**src/rtl/cpp_pkg.sv**
```systemverilog
// ----------------------------------------------------------------------------
// cpp_pkg
// Widths, codes and types shared by the polyline nearest-point block.
// ----------------------------------------------------------------------------
`default_nettype none

package cpp_pkg;

	localparam int VAL_W  = 32;  // Q16.16 coordinates and results
	localparam int DIFF_W = 33;  // exact coordinate difference
	localparam int MAG_W  = 34;  // magnitude operands of the multiplier
	localparam int OFS_W  = 35;  // offset from query to the clamped point
	localparam int WIDE_W = 68;  // products and sums of products
	localparam int QUO_W  = 35;  // quotient or root of the shift-subtract unit
	localparam int REM_W  = 37;  // partial remainder
	localparam int CNT_W  = 6;

	localparam int DIV_STEPS  = 35;
	localparam int SQRT_STEPS = 34;

	localparam logic [1:0] CFG_QUERY_X = 2'd0;
	localparam logic [1:0] CFG_QUERY_Y = 2'd1;
	localparam logic [1:0] CFG_QUERY_Z = 2'd2;

	typedef enum logic [4:0] {
		S_IDLE,
		S_DOT_MUL,
		S_DOT_ACC,
		S_SEG_GO,
		S_SEG_WAIT,
		S_PROJ_DEC,
		S_PROJ_GO,
		S_PROJ_WAIT,
		S_OFF_MUL,
		S_OFF_GO,
		S_OFF_WAIT,
		S_NRM_MUL,
		S_NRM_ACC,
		S_NRM_GO,
		S_NRM_WAIT,
		S_UPDATE,
		S_FINISH
	} state_t;

	typedef struct packed {
		logic start;
		logic sqrt_mode;
	} dsq_req_t;

endpackage

`default_nettype wire

```
**src/rtl/cpp_divsqrt.sv**
```systemverilog
// ----------------------------------------------------------------------------
// cpp_divsqrt
// Shift-subtract unit: restoring division or integer square root, one result
// bit per cycle.
// ----------------------------------------------------------------------------
`default_nettype none

module cpp_divsqrt (
	input  wire logic                         clk,
	input  wire logic                         arst_n,
	input  wire cpp_pkg::dsq_req_t            req,
	input  wire logic [cpp_pkg::WIDE_W-1:0]   num,
	input  wire logic [cpp_pkg::MAG_W-1:0]    den,
	output logic                              busy,
	output logic [cpp_pkg::QUO_W-1:0]         res
);
	import cpp_pkg::*;

	localparam int T_W = REM_W + 1;

	logic [CNT_W-1:0]  cnt_q;
	logic              busy_q;
	logic              mode_q;
	logic [REM_W-1:0]  rem_q;
	logic [WIDE_W-1:0] sh_q;
	logic [QUO_W-1:0]  res_q;
	logic [MAG_W-1:0]  den_q;

	logic [T_W-1:0] t;
	logic [T_W-1:0] trial;
	logic [T_W-1:0] diff;
	logic           ge;

	// Division brings down one numerator bit per step, the root two.
	always_comb begin
		if (mode_q) begin
			t     = {rem_q[REM_W-2:0], sh_q[WIDE_W-1 -: 2]};
			trial = {1'b0, res_q, 2'b01};
		end else begin
			t     = {rem_q, sh_q[WIDE_W-1]};
			trial = {{(T_W-MAG_W){1'b0}}, den_q};
		end
		ge   = (t >= trial);
		diff = t - trial;
	end

	always_ff @(posedge clk or negedge arst_n) begin
		if (!arst_n) begin
			busy_q <= 1'b0;
			cnt_q  <= '0;
		end else if (req.start) begin
			busy_q <= 1'b1;
			cnt_q  <= req.sqrt_mode ? CNT_W'(SQRT_STEPS) : CNT_W'(DIV_STEPS);
		end else if (busy_q) begin
			cnt_q <= cnt_q - CNT_W'(1);
			if (cnt_q == CNT_W'(1)) begin
				busy_q <= 1'b0;
			end
		end
	end

	always_ff @(posedge clk) begin
		if (req.start) begin
			mode_q <= req.sqrt_mode;
			den_q  <= den;
			res_q  <= '0;
			if (req.sqrt_mode) begin
				rem_q <= '0;
				sh_q  <= num;
			end else begin
				// The numerator is below den * 2^35, so its top bits start below den.
				rem_q <= REM_W'(num[WIDE_W-1:DIV_STEPS]);
				sh_q  <= {num[DIV_STEPS-1:0], {(WIDE_W-DIV_STEPS){1'b0}}};
			end
		end else if (busy_q) begin
			rem_q <= ge ? diff[REM_W-1:0] : t[REM_W-1:0];
			sh_q  <= mode_q ? {sh_q[WIDE_W-3:0], 2'b00} : {sh_q[WIDE_W-2:0], 1'b0};
			res_q <= {res_q[QUO_W-2:0], ge};
		end
	end

	assign busy = busy_q;
	assign res  = res_q;

endmodule

`default_nettype wire

```
**config.mk**
```make
export PLATFORM = sky130hd
export DESIGN_NAME = cpp_divsqrt
export DESIGN_NICKNAME = d
export VERILOG_FILES = /design/src/rtl/cpp_pkg.sv /design/src/rtl/cpp_divsqrt.sv
export SDC_FILE = /design/constraint.sdc
export NUM_CORES = 1
export LEC_CHECK = 0
export BUFFER_PORTS_ARGS = -buffer_cell sky130_fd_sc_hd__buf_4
export CAP_MARGIN = 20
export CORE_MARGIN = 2
export CORE_UTILIZATION = 39
export DETAILED_ROUTE_END_ITERATION = 8
export GPL_ROUTABILITY_DRIVEN = 0
export PLACE_DENSITY = 0.6
export SYNTH_ARGS = -nofsm -noshare
export SYNTH_HDL_FRONTEND = slang
export SYNTH_SLANG_ARGS = --single-unit
export TNS_END_PERCENT = 50
```
**constraint.sdc**
```tcl
create_clock -name clk -period 7.34 [get_ports clk]
set_input_delay 0 -clock clk [delete_from_list [all_inputs] [get_ports clk]]
set_output_delay 0 -clock clk [all_outputs]
set_load 0.02 [all_outputs]
```
==> flow_metrics.tcl, run 1 <==
set metrics [dict create \
    status "completed" \
    wirelength_um 31600 \
    cts_sinks 182 \
    fin_crit_ns 5.33 \
    fin_tns_setup_ns 0 \
    end_kind "register" \
    ir_worst_vdd_v 0.000188 \
    fin_util 0.495 \
    worst_pin_slew_ns 1.05 \
    initial_core_util 0.393 \
    route.vias.total 9551 \
    p_sw_frac 0.413 \
    placed_cell_area_um2 12900 \
    yosys_warnings 0 \
    grt_pass1_wl_um 50000 \
    via_per_inst 5.50 \
    power.density_nw_per_um2 325 \
    synth_ff_type "edfxtp_1" \
    final_common_cell "buf_4" \
    max_freq_ghz 0.188 \
    dieArea_um2 31100 \
    wl_per_cell_um 18.2 \
    finalNetCount 1478 \
    power_frac_clock 0.205 \
    grt_pass1_vias 9331 \
    die_h_um 176 \
    holdWs_ns 0.156 \
    critPathMaxFanout 26 \
    n_antenna_cell 0 \
    synth_nets 1289 \
    ys_seq_area_frac 0.439 \
    ant_nets 0 \
    dpl.hpwl_um 21900 \
    cts-root-buf "clkbuf_16" \
    start_kind "register" \
    skew_ns 0.0157 \
    clock_path_buffers 2 \
    cts_buffers 17 \
    path_clk_slew_ns 0.08 \
    drc 0 \
    grt_antenna_before_repair 0 \
    max_cap_viol_count 0 \
    io_buffers 141 \
    drt_iter0_markers 525 \
    p_int_mw 2.77 \
    grt_max_degree 91 \
    drive_gt1_frac 0.178 \
    hp-class "input port to register" \
    setup_violations 0 \
    synth_edf_count 140 \
    dr.pass1.iters 5 \
    drv_slew 0 \
    synth_area_per_cell_um2 10.1 \
    stdcell_area_um2 14500 \
    layout_common_cells "buf_4 (152), edfxtp_1 (140), mux2i_1 (133)" \
    p_sw_mw 1.95 \
    worstPathArrival_ns 5.53 \
    rows 63 \
    io_pins 142 \
    synth_cell_types 72 \
    cts_tree "done" \
    syn_area_um2 11600 \
    synthCells 1143 \
    track_usage 0.205 \
    worstPathRequired_ns 7.54 \
    pwr-share-comb 0.493 \
    clk_latency_ns 0.45 \
    async_reset_ff_frac 0.0385 \
    htree_levels 4 \
    final_hold_viol_count 0 \
    fin_crit_sh 0.726 \
    layout-area-overhead-vs-synth_pct 25.7 \
    grt_overflow 0 \
    pwr-share-seq 0.302 \
    crit_type "register to register" \
    relSlewSlack 0.297 \
    ys_ff_latch 182 \
    die_w_um 176 \
    rsz0062_at_grt "no" \
    p_leak_nw 6.06 \
    coreArea_um2 29400 \
]
critical path: stages, from the launching register on:
cell      delay, ns
edfxtp_1       0.97
buf_4          0.47
mux2_2         0.40
ha_1           0.42
nand4_2        0.18
nor2_1         0.32
o211ai_1       0.27
a21bo_2        0.28
a211oi_2       0.29
o211a_1        0.79
nor2_2         0.27
a311o_1        0.42
what timing repair did:
item                                    4_1_cts  5_1_grt
resized for setup                             0        0
endpoints found under the hold margin       151        0
buffers inserted                              0        0
hold buffers                                105        0
endpoints found under the setup margin        0        0
synthesized netlist by cell type, types with 3 or more instances:
library cell,count,area (µm²)
o21a_1,9,67.6
o311ai_0,3,26.3
nor2_1,70,263
o21bai_1,6,45.0
dfrtp_1,7,175
nor3_1,11,55.1
mux2_2,36,405
o31a_1,3,26.3
nand4_1,10,62.6
a311o_1,3,30.0
buf_2,10,50.1
nor2b_1,41,257
buf_1,13,48.8
o311ai_1,3,26.3
nand3_1,14,70.1
inv_1,10,37.5
o211ai_1,47,353
xor2_1,12,105
ha_1,39,488
and3_1,6,37.5
a21o_1,21,158
o22ai_1,6,37.5
xnor2_1,18,158
a311oi_1,3,26.3
mux2i_1,133,1330
dfxtp_1,35,701
nand2_1,115,432
edfxtp_1,140,4200
a211oi_1,48,360
clkbuf_1,63,236
o21ai_0,59,295
and2_1,12,75.1
a41oi_1,8,70.1
a21oi_1,66,330
o31ai_1,8,60.1
a31oi_1,5,31.3
or2_2,4,25.0
nand2b_1,4,25.0
final timing paths:
check,startpoint,to,slack [ns],depth (start not counted)
worst max-delay path,mode_q,rem_q[25],2.01,11
worst max register to register,mode_q,rem_q[25],2.01,11
worst min register to register,cnt_q[1],cnt_q[1],0.51,2
worst min-delay path,req[0],mode_q,0.16,1
max in group asynchronous,arst_n,busy,6.56,3
min in group asynchronous,arst_n,cnt_q[0],0.51,3
logic make-up (layout without fill, tap and decap cells):
logic type               count (synthesis)  after routing  synth area share
buffers and inverters                  100            302            0.0341
AO/OA/AOI/OAI                          318            318             0.184
XOR/XNOR                                30             30            0.0227
multiplexers                           169            169             0.150
adder cells (fa/ha/maj)                 40             40            0.0439
flip-flops                             182            182             0.439
AND/OR/NAND/NOR                        304            304             0.126
state kept, by name, summed over array words and instances (netlist names):
signal  count
den_q      34
mode_q      1
busy        1
rem_q      37
cnt_q       6
res        35
sh_q       68
per-stage QoR:
| stage | setup WS [ns] | total power [mW] | std cells |
|---|---|---|---|
| 2_1_floorplan | 3.08 | 3.11 | 1143 |
| 3_3_place_gp | 2.14 | 3.69 | 1597 |
| 3_5_place_dp | 2.03 | 3.70 | 1597 |
| 4_1_cts | 2.00 | 4.73 | 1734 |
| 5_1_grt | 1.66 | 5.03 | 1735 |
| 6_report | 2.01 | 4.73 | 1735 |
area by class of cell:
type	instances	area, µm²
clock buffers	17	425
clock inverters	15	178
fillers	2711	14900
inverters	11	41.3
multi-input cells	861	6100
flip-flops and latches	182	5080
well taps	390	488
repair buffers	259	2230
power groups by stage:
stage | registers, mW | logic, mW | clock network (mW)
2_1_floorplan | 1.41 | 1.70 | 0
3_3_place_gp | 1.45 | 2.24 | 0
3_5_place_dp | 1.45 | 2.25 | 0
4_1_cts | 1.43 | 2.31 | 0.993
5_1_grt | 1.45 | 2.55 | 1.03
6_report | 1.43 | 2.33 | 0.972
metal layers:
layer	global-route usage	vias to the layer above	share of wire
li1	-	4703	-
met1	0.266	4609	0.45
met2	0.354	212	0.50
met3	0.0297	27	0.036
met4	0.0575	0	0.017
met5	0	-	0
Power figures use the tool's default switching activity.
==> run 2: changes to the inputs <==
--- a/config.mk
+++ b/config.mk
@@ -5,6 +5,7 @@
 export SDC_FILE = /design/constraint.sdc
 export NUM_CORES = 1
 export LEC_CHECK = 0
+export ABC_AREA = 1
 export BUFFER_PORTS_ARGS = -buffer_cell sky130_fd_sc_hd__buf_4
 export CAP_MARGIN = 20
 export CORE_MARGIN = 2
==> constraint.sdc (replaced) <==
create_clock -name clk -period 5.4 [get_ports clk]
set_input_delay 0 -clock clk [delete_from_list [all_inputs] [get_ports clk]]
set_output_delay 0 -clock clk [all_outputs]
set_load 0.02 [all_outputs]
==> run 2 against run 1 <==
- sequential cell count stayed put
- wire length is 18% higher
- largest cell class unchanged
- first-iteration DRC count is 99% higher
- critical path depth is 4 higher
- critical endpoint is now rem_q[36]
- combinational power is 30% higher
==> flow_metrics.tcl, run 2 <==
set metrics [dict create \
    hp-class "input port to register" \
    status "completed" \
    drive_gt1_frac 0.132 \
    ys_seq_area_frac 0.416 \
    layout-area-overhead-vs-synth_pct 25.1 \
    syn_area_um2 12200 \
    power_frac_clock 0.205 \
    rsz0062_at_grt "no" \
    synth_ff_type "edfxtp_1" \
    p_leak_nw 7.11 \
    dr.pass1.iters 5 \
    crit_type "register to register" \
    grt_overflow 0 \
    rr_worst_depth 15 \
    synthAdderAreaFrac 0.0416 \
    relSlewSlack 0.391 \
    cts_setup_buffers 0 \
    yosys_warnings 0 \
    worst_pin_slew_ns 0.913 \
    skew_ns 0.0181 \
    ir_worst_vdd_v 0.000261 \
    async_reset_ff_frac 0.0385 \
    yosysTopAreaCell "edfxtp_1" \
    drt_iter0_markers 1046 \
    ant_nets 0 \
    fin_tns_setup_ns 0 \
    p_sw_mw 2.69 \
    pwr-share-seq 0.308 \
    synth_top_family_by_area "simple AND/OR/NAND/NOR gates" \
    max_freq_ghz 0.246 \
    ys_ff_latch 182 \
    synth_area_per_cell_um2 7.25 \
    final_common_cell "nand2_1" \
    post_cts_resized 0 \
    rows 64 \
    htree_levels 4 \
    drv_slew 0 \
    synthXorXnorAreaFrac 0.0108 \
    grt_pass1_vias 11200 \
    cts_sinks 182 \
    reg2reg_from "mode_q" \
    clock_path_buffers 2 \
    holdWs_ns 0.0322 \
    power.density_nw_per_um2 407 \
    pwr-share-comb 0.487 \
    grt_max_degree 93 \
    cts_buffers 17 \
    synth_nets 1828 \
    num-fill-cells 3036 \
    finalNetCount 2037 \
    start_kind "register" \
    yosys.area_share.simple 0.322 \
    p_sw_frac 0.432 \
    largest_reg_flops 68 \
    synth-compound-area-share 0.111 \
    r2r-end "rem_q[36]" \
    io_pins 142 \
    cts_tree "done" \
    cp-startpoint "mode_q" \
    total_power_mw 6.21 \
    cts-root-buf "clkbuf_16" \
    crit_path_cell_trace "inv_2 -> or2_2 -> o21ai_0 -> inv_1 -> fa_1 -> inv_1 -> nor2_1 -> nand2_1 -> nand3_2 -> nand3_1 -> nand3_2 -> nand2_4 -> nand2_2 -> o21ai_0 -> nor2_1" \
    hold_buffers 116 \
    path_clk_slew_ns 0.08 \
    critPathSlowestCell "nand2_2" \
    yosys-top-cells-area "edfxtp_1 (34%), nand2_1 (15%), inv_1 (6.9%), nand3_1 (6.8%), dfxtp_1 (5.7%)" \
    worstPathRequired_ns 5.60 \
    endpoint "rem_q[36]" \
    regMostFlops "sh_q" \
    wirelength_um 37200 \
    reg2reg_setup_slack_ns 1.34 \
    worst_path_largest_cell_delay_ns 0.56 \
    worstPathArrival_ns 4.26 \
    clk_latency_ns 0.45 \
    die_h_um 181 \
    grt_antenna_before_repair 0 \
    p_int_mw 3.53 \
    max_cap_viol_count 0 \
    synth_commonest_cells "nand2_1 (477), inv_1 (223), nor2_1 (181)" \
    final_hold_viol_count 0 \
    fin_crit_sh 0.752 \
    route.vias.total 11800 \
    io_buffers 141 \
    end_kind "register" \
    setup_violations 0 \
    initial_core_util 0.398 \
    track_usage 0.225 \
    critPathMaxFanout 41 \
    wl_per_cell_um 16.2 \
    drc 0 \
    yosysTopAreaCellShare 0.345 \
    synthCells 1682 \
    dpl.hpwl_um 26700 \
    die_w_um 181 \
    n_antenna_cell 0 \
    yosysMostFrequentCell "nand2_1" \
    muxShareOfSynthArea 0 \
    synth_cell_types 41 \
    synth_edf_count 140 \
    grt_pass1_wl_um 59300 \
    dieArea_um2 32700 \
    via_per_inst 5.13 \
    layout_common_cells "nand2_1 (477), inv_1 (223), nor2_1 (180)" \
    coreArea_um2 30700 \
    fin_crit_ns 4.06 \
]
==> run 2: final cells by class <==
class	count	area (µm²)	share of cell area
repair buffers	270	2320	0.152
clock inverters	11	118	0.00771
flip-flops and latches	182	5080	0.333
inverters	231	870	0.0570
clock buffers	21	450	0.0295
well taps	396	495	0.0325
multi-input cells	1189	5930	0.389
==> run 2: routing by layer <==
layer  vias up  part of all wire  GRT usage
li1       5944                 -          -
met1      5429              0.47      0.325
met2       384              0.45      0.357
met3        35             0.059     0.0300
met4         0             0.017     0.0577
met5         -                 0          0
==> run 2: worst min path at each step <==
stage | cells past startpoint | start | to
floorplan | 0 | arst_n | busy
detailed placement | 1 | arst_n | busy
finish | 3 | num[34] | sh_q[34]
global placement | 1 | arst_n | busy
global route | 3 | num[34] | sh_q[34]
CTS | 3 | num[34] | sh_q[34]
==> run 2: power groups by stage <==
| stage | clock network [mW] | logic (mW) | registers, mW |
|---|---|---|---|
| 6_report | 1.27 | 3.03 | 1.92 |
| 3_3_place_gp | 0 | 2.88 | 1.94 |
| 3_5_place_dp | 0 | 2.88 | 1.94 |
| 4_1_cts | 1.29 | 2.98 | 1.91 |
| 5_1_grt | 1.35 | 3.40 | 1.94 |
| 2_1_floorplan | 0 | 2.14 | 1.91 |
==> run 2: cell families (layout without fill, tap and decap cells) <==
family | after synthesis | count (layout)
xor+xnor | 15 | 15
flops | 182 | 182
simple gates | 917 | 917
compound gates | 217 | 217
fa+ha+maj | 40 | 40
buf+inv | 311 | 533
==> run 2: worst max-delay path: cells and delay by family (launching register included) <==
kind	cells	cell delay (ns)
simple gates	9	1.87
fa+ha+maj	1	0.54
buf+inv	3	0.50
compound gates	2	0.46
flops	1	0.45
==> run 2: per-stage QoR <==
stage / cell area [µm²] / std cells / util / setup slack, ns
CTS: 15300 / 2300 / 0.498 / 1.34
detailed placement: 13500 / 2152 / 0.441 / 1.36
finish: 15300 / 2300 / 0.498 / 1.34
global placement: 13500 / 2152 / 0.441 / 1.42
floorplan: 12200 / 1682 / - / 1.12
global route: 15300 / 2300 / 0.498 / 0.964
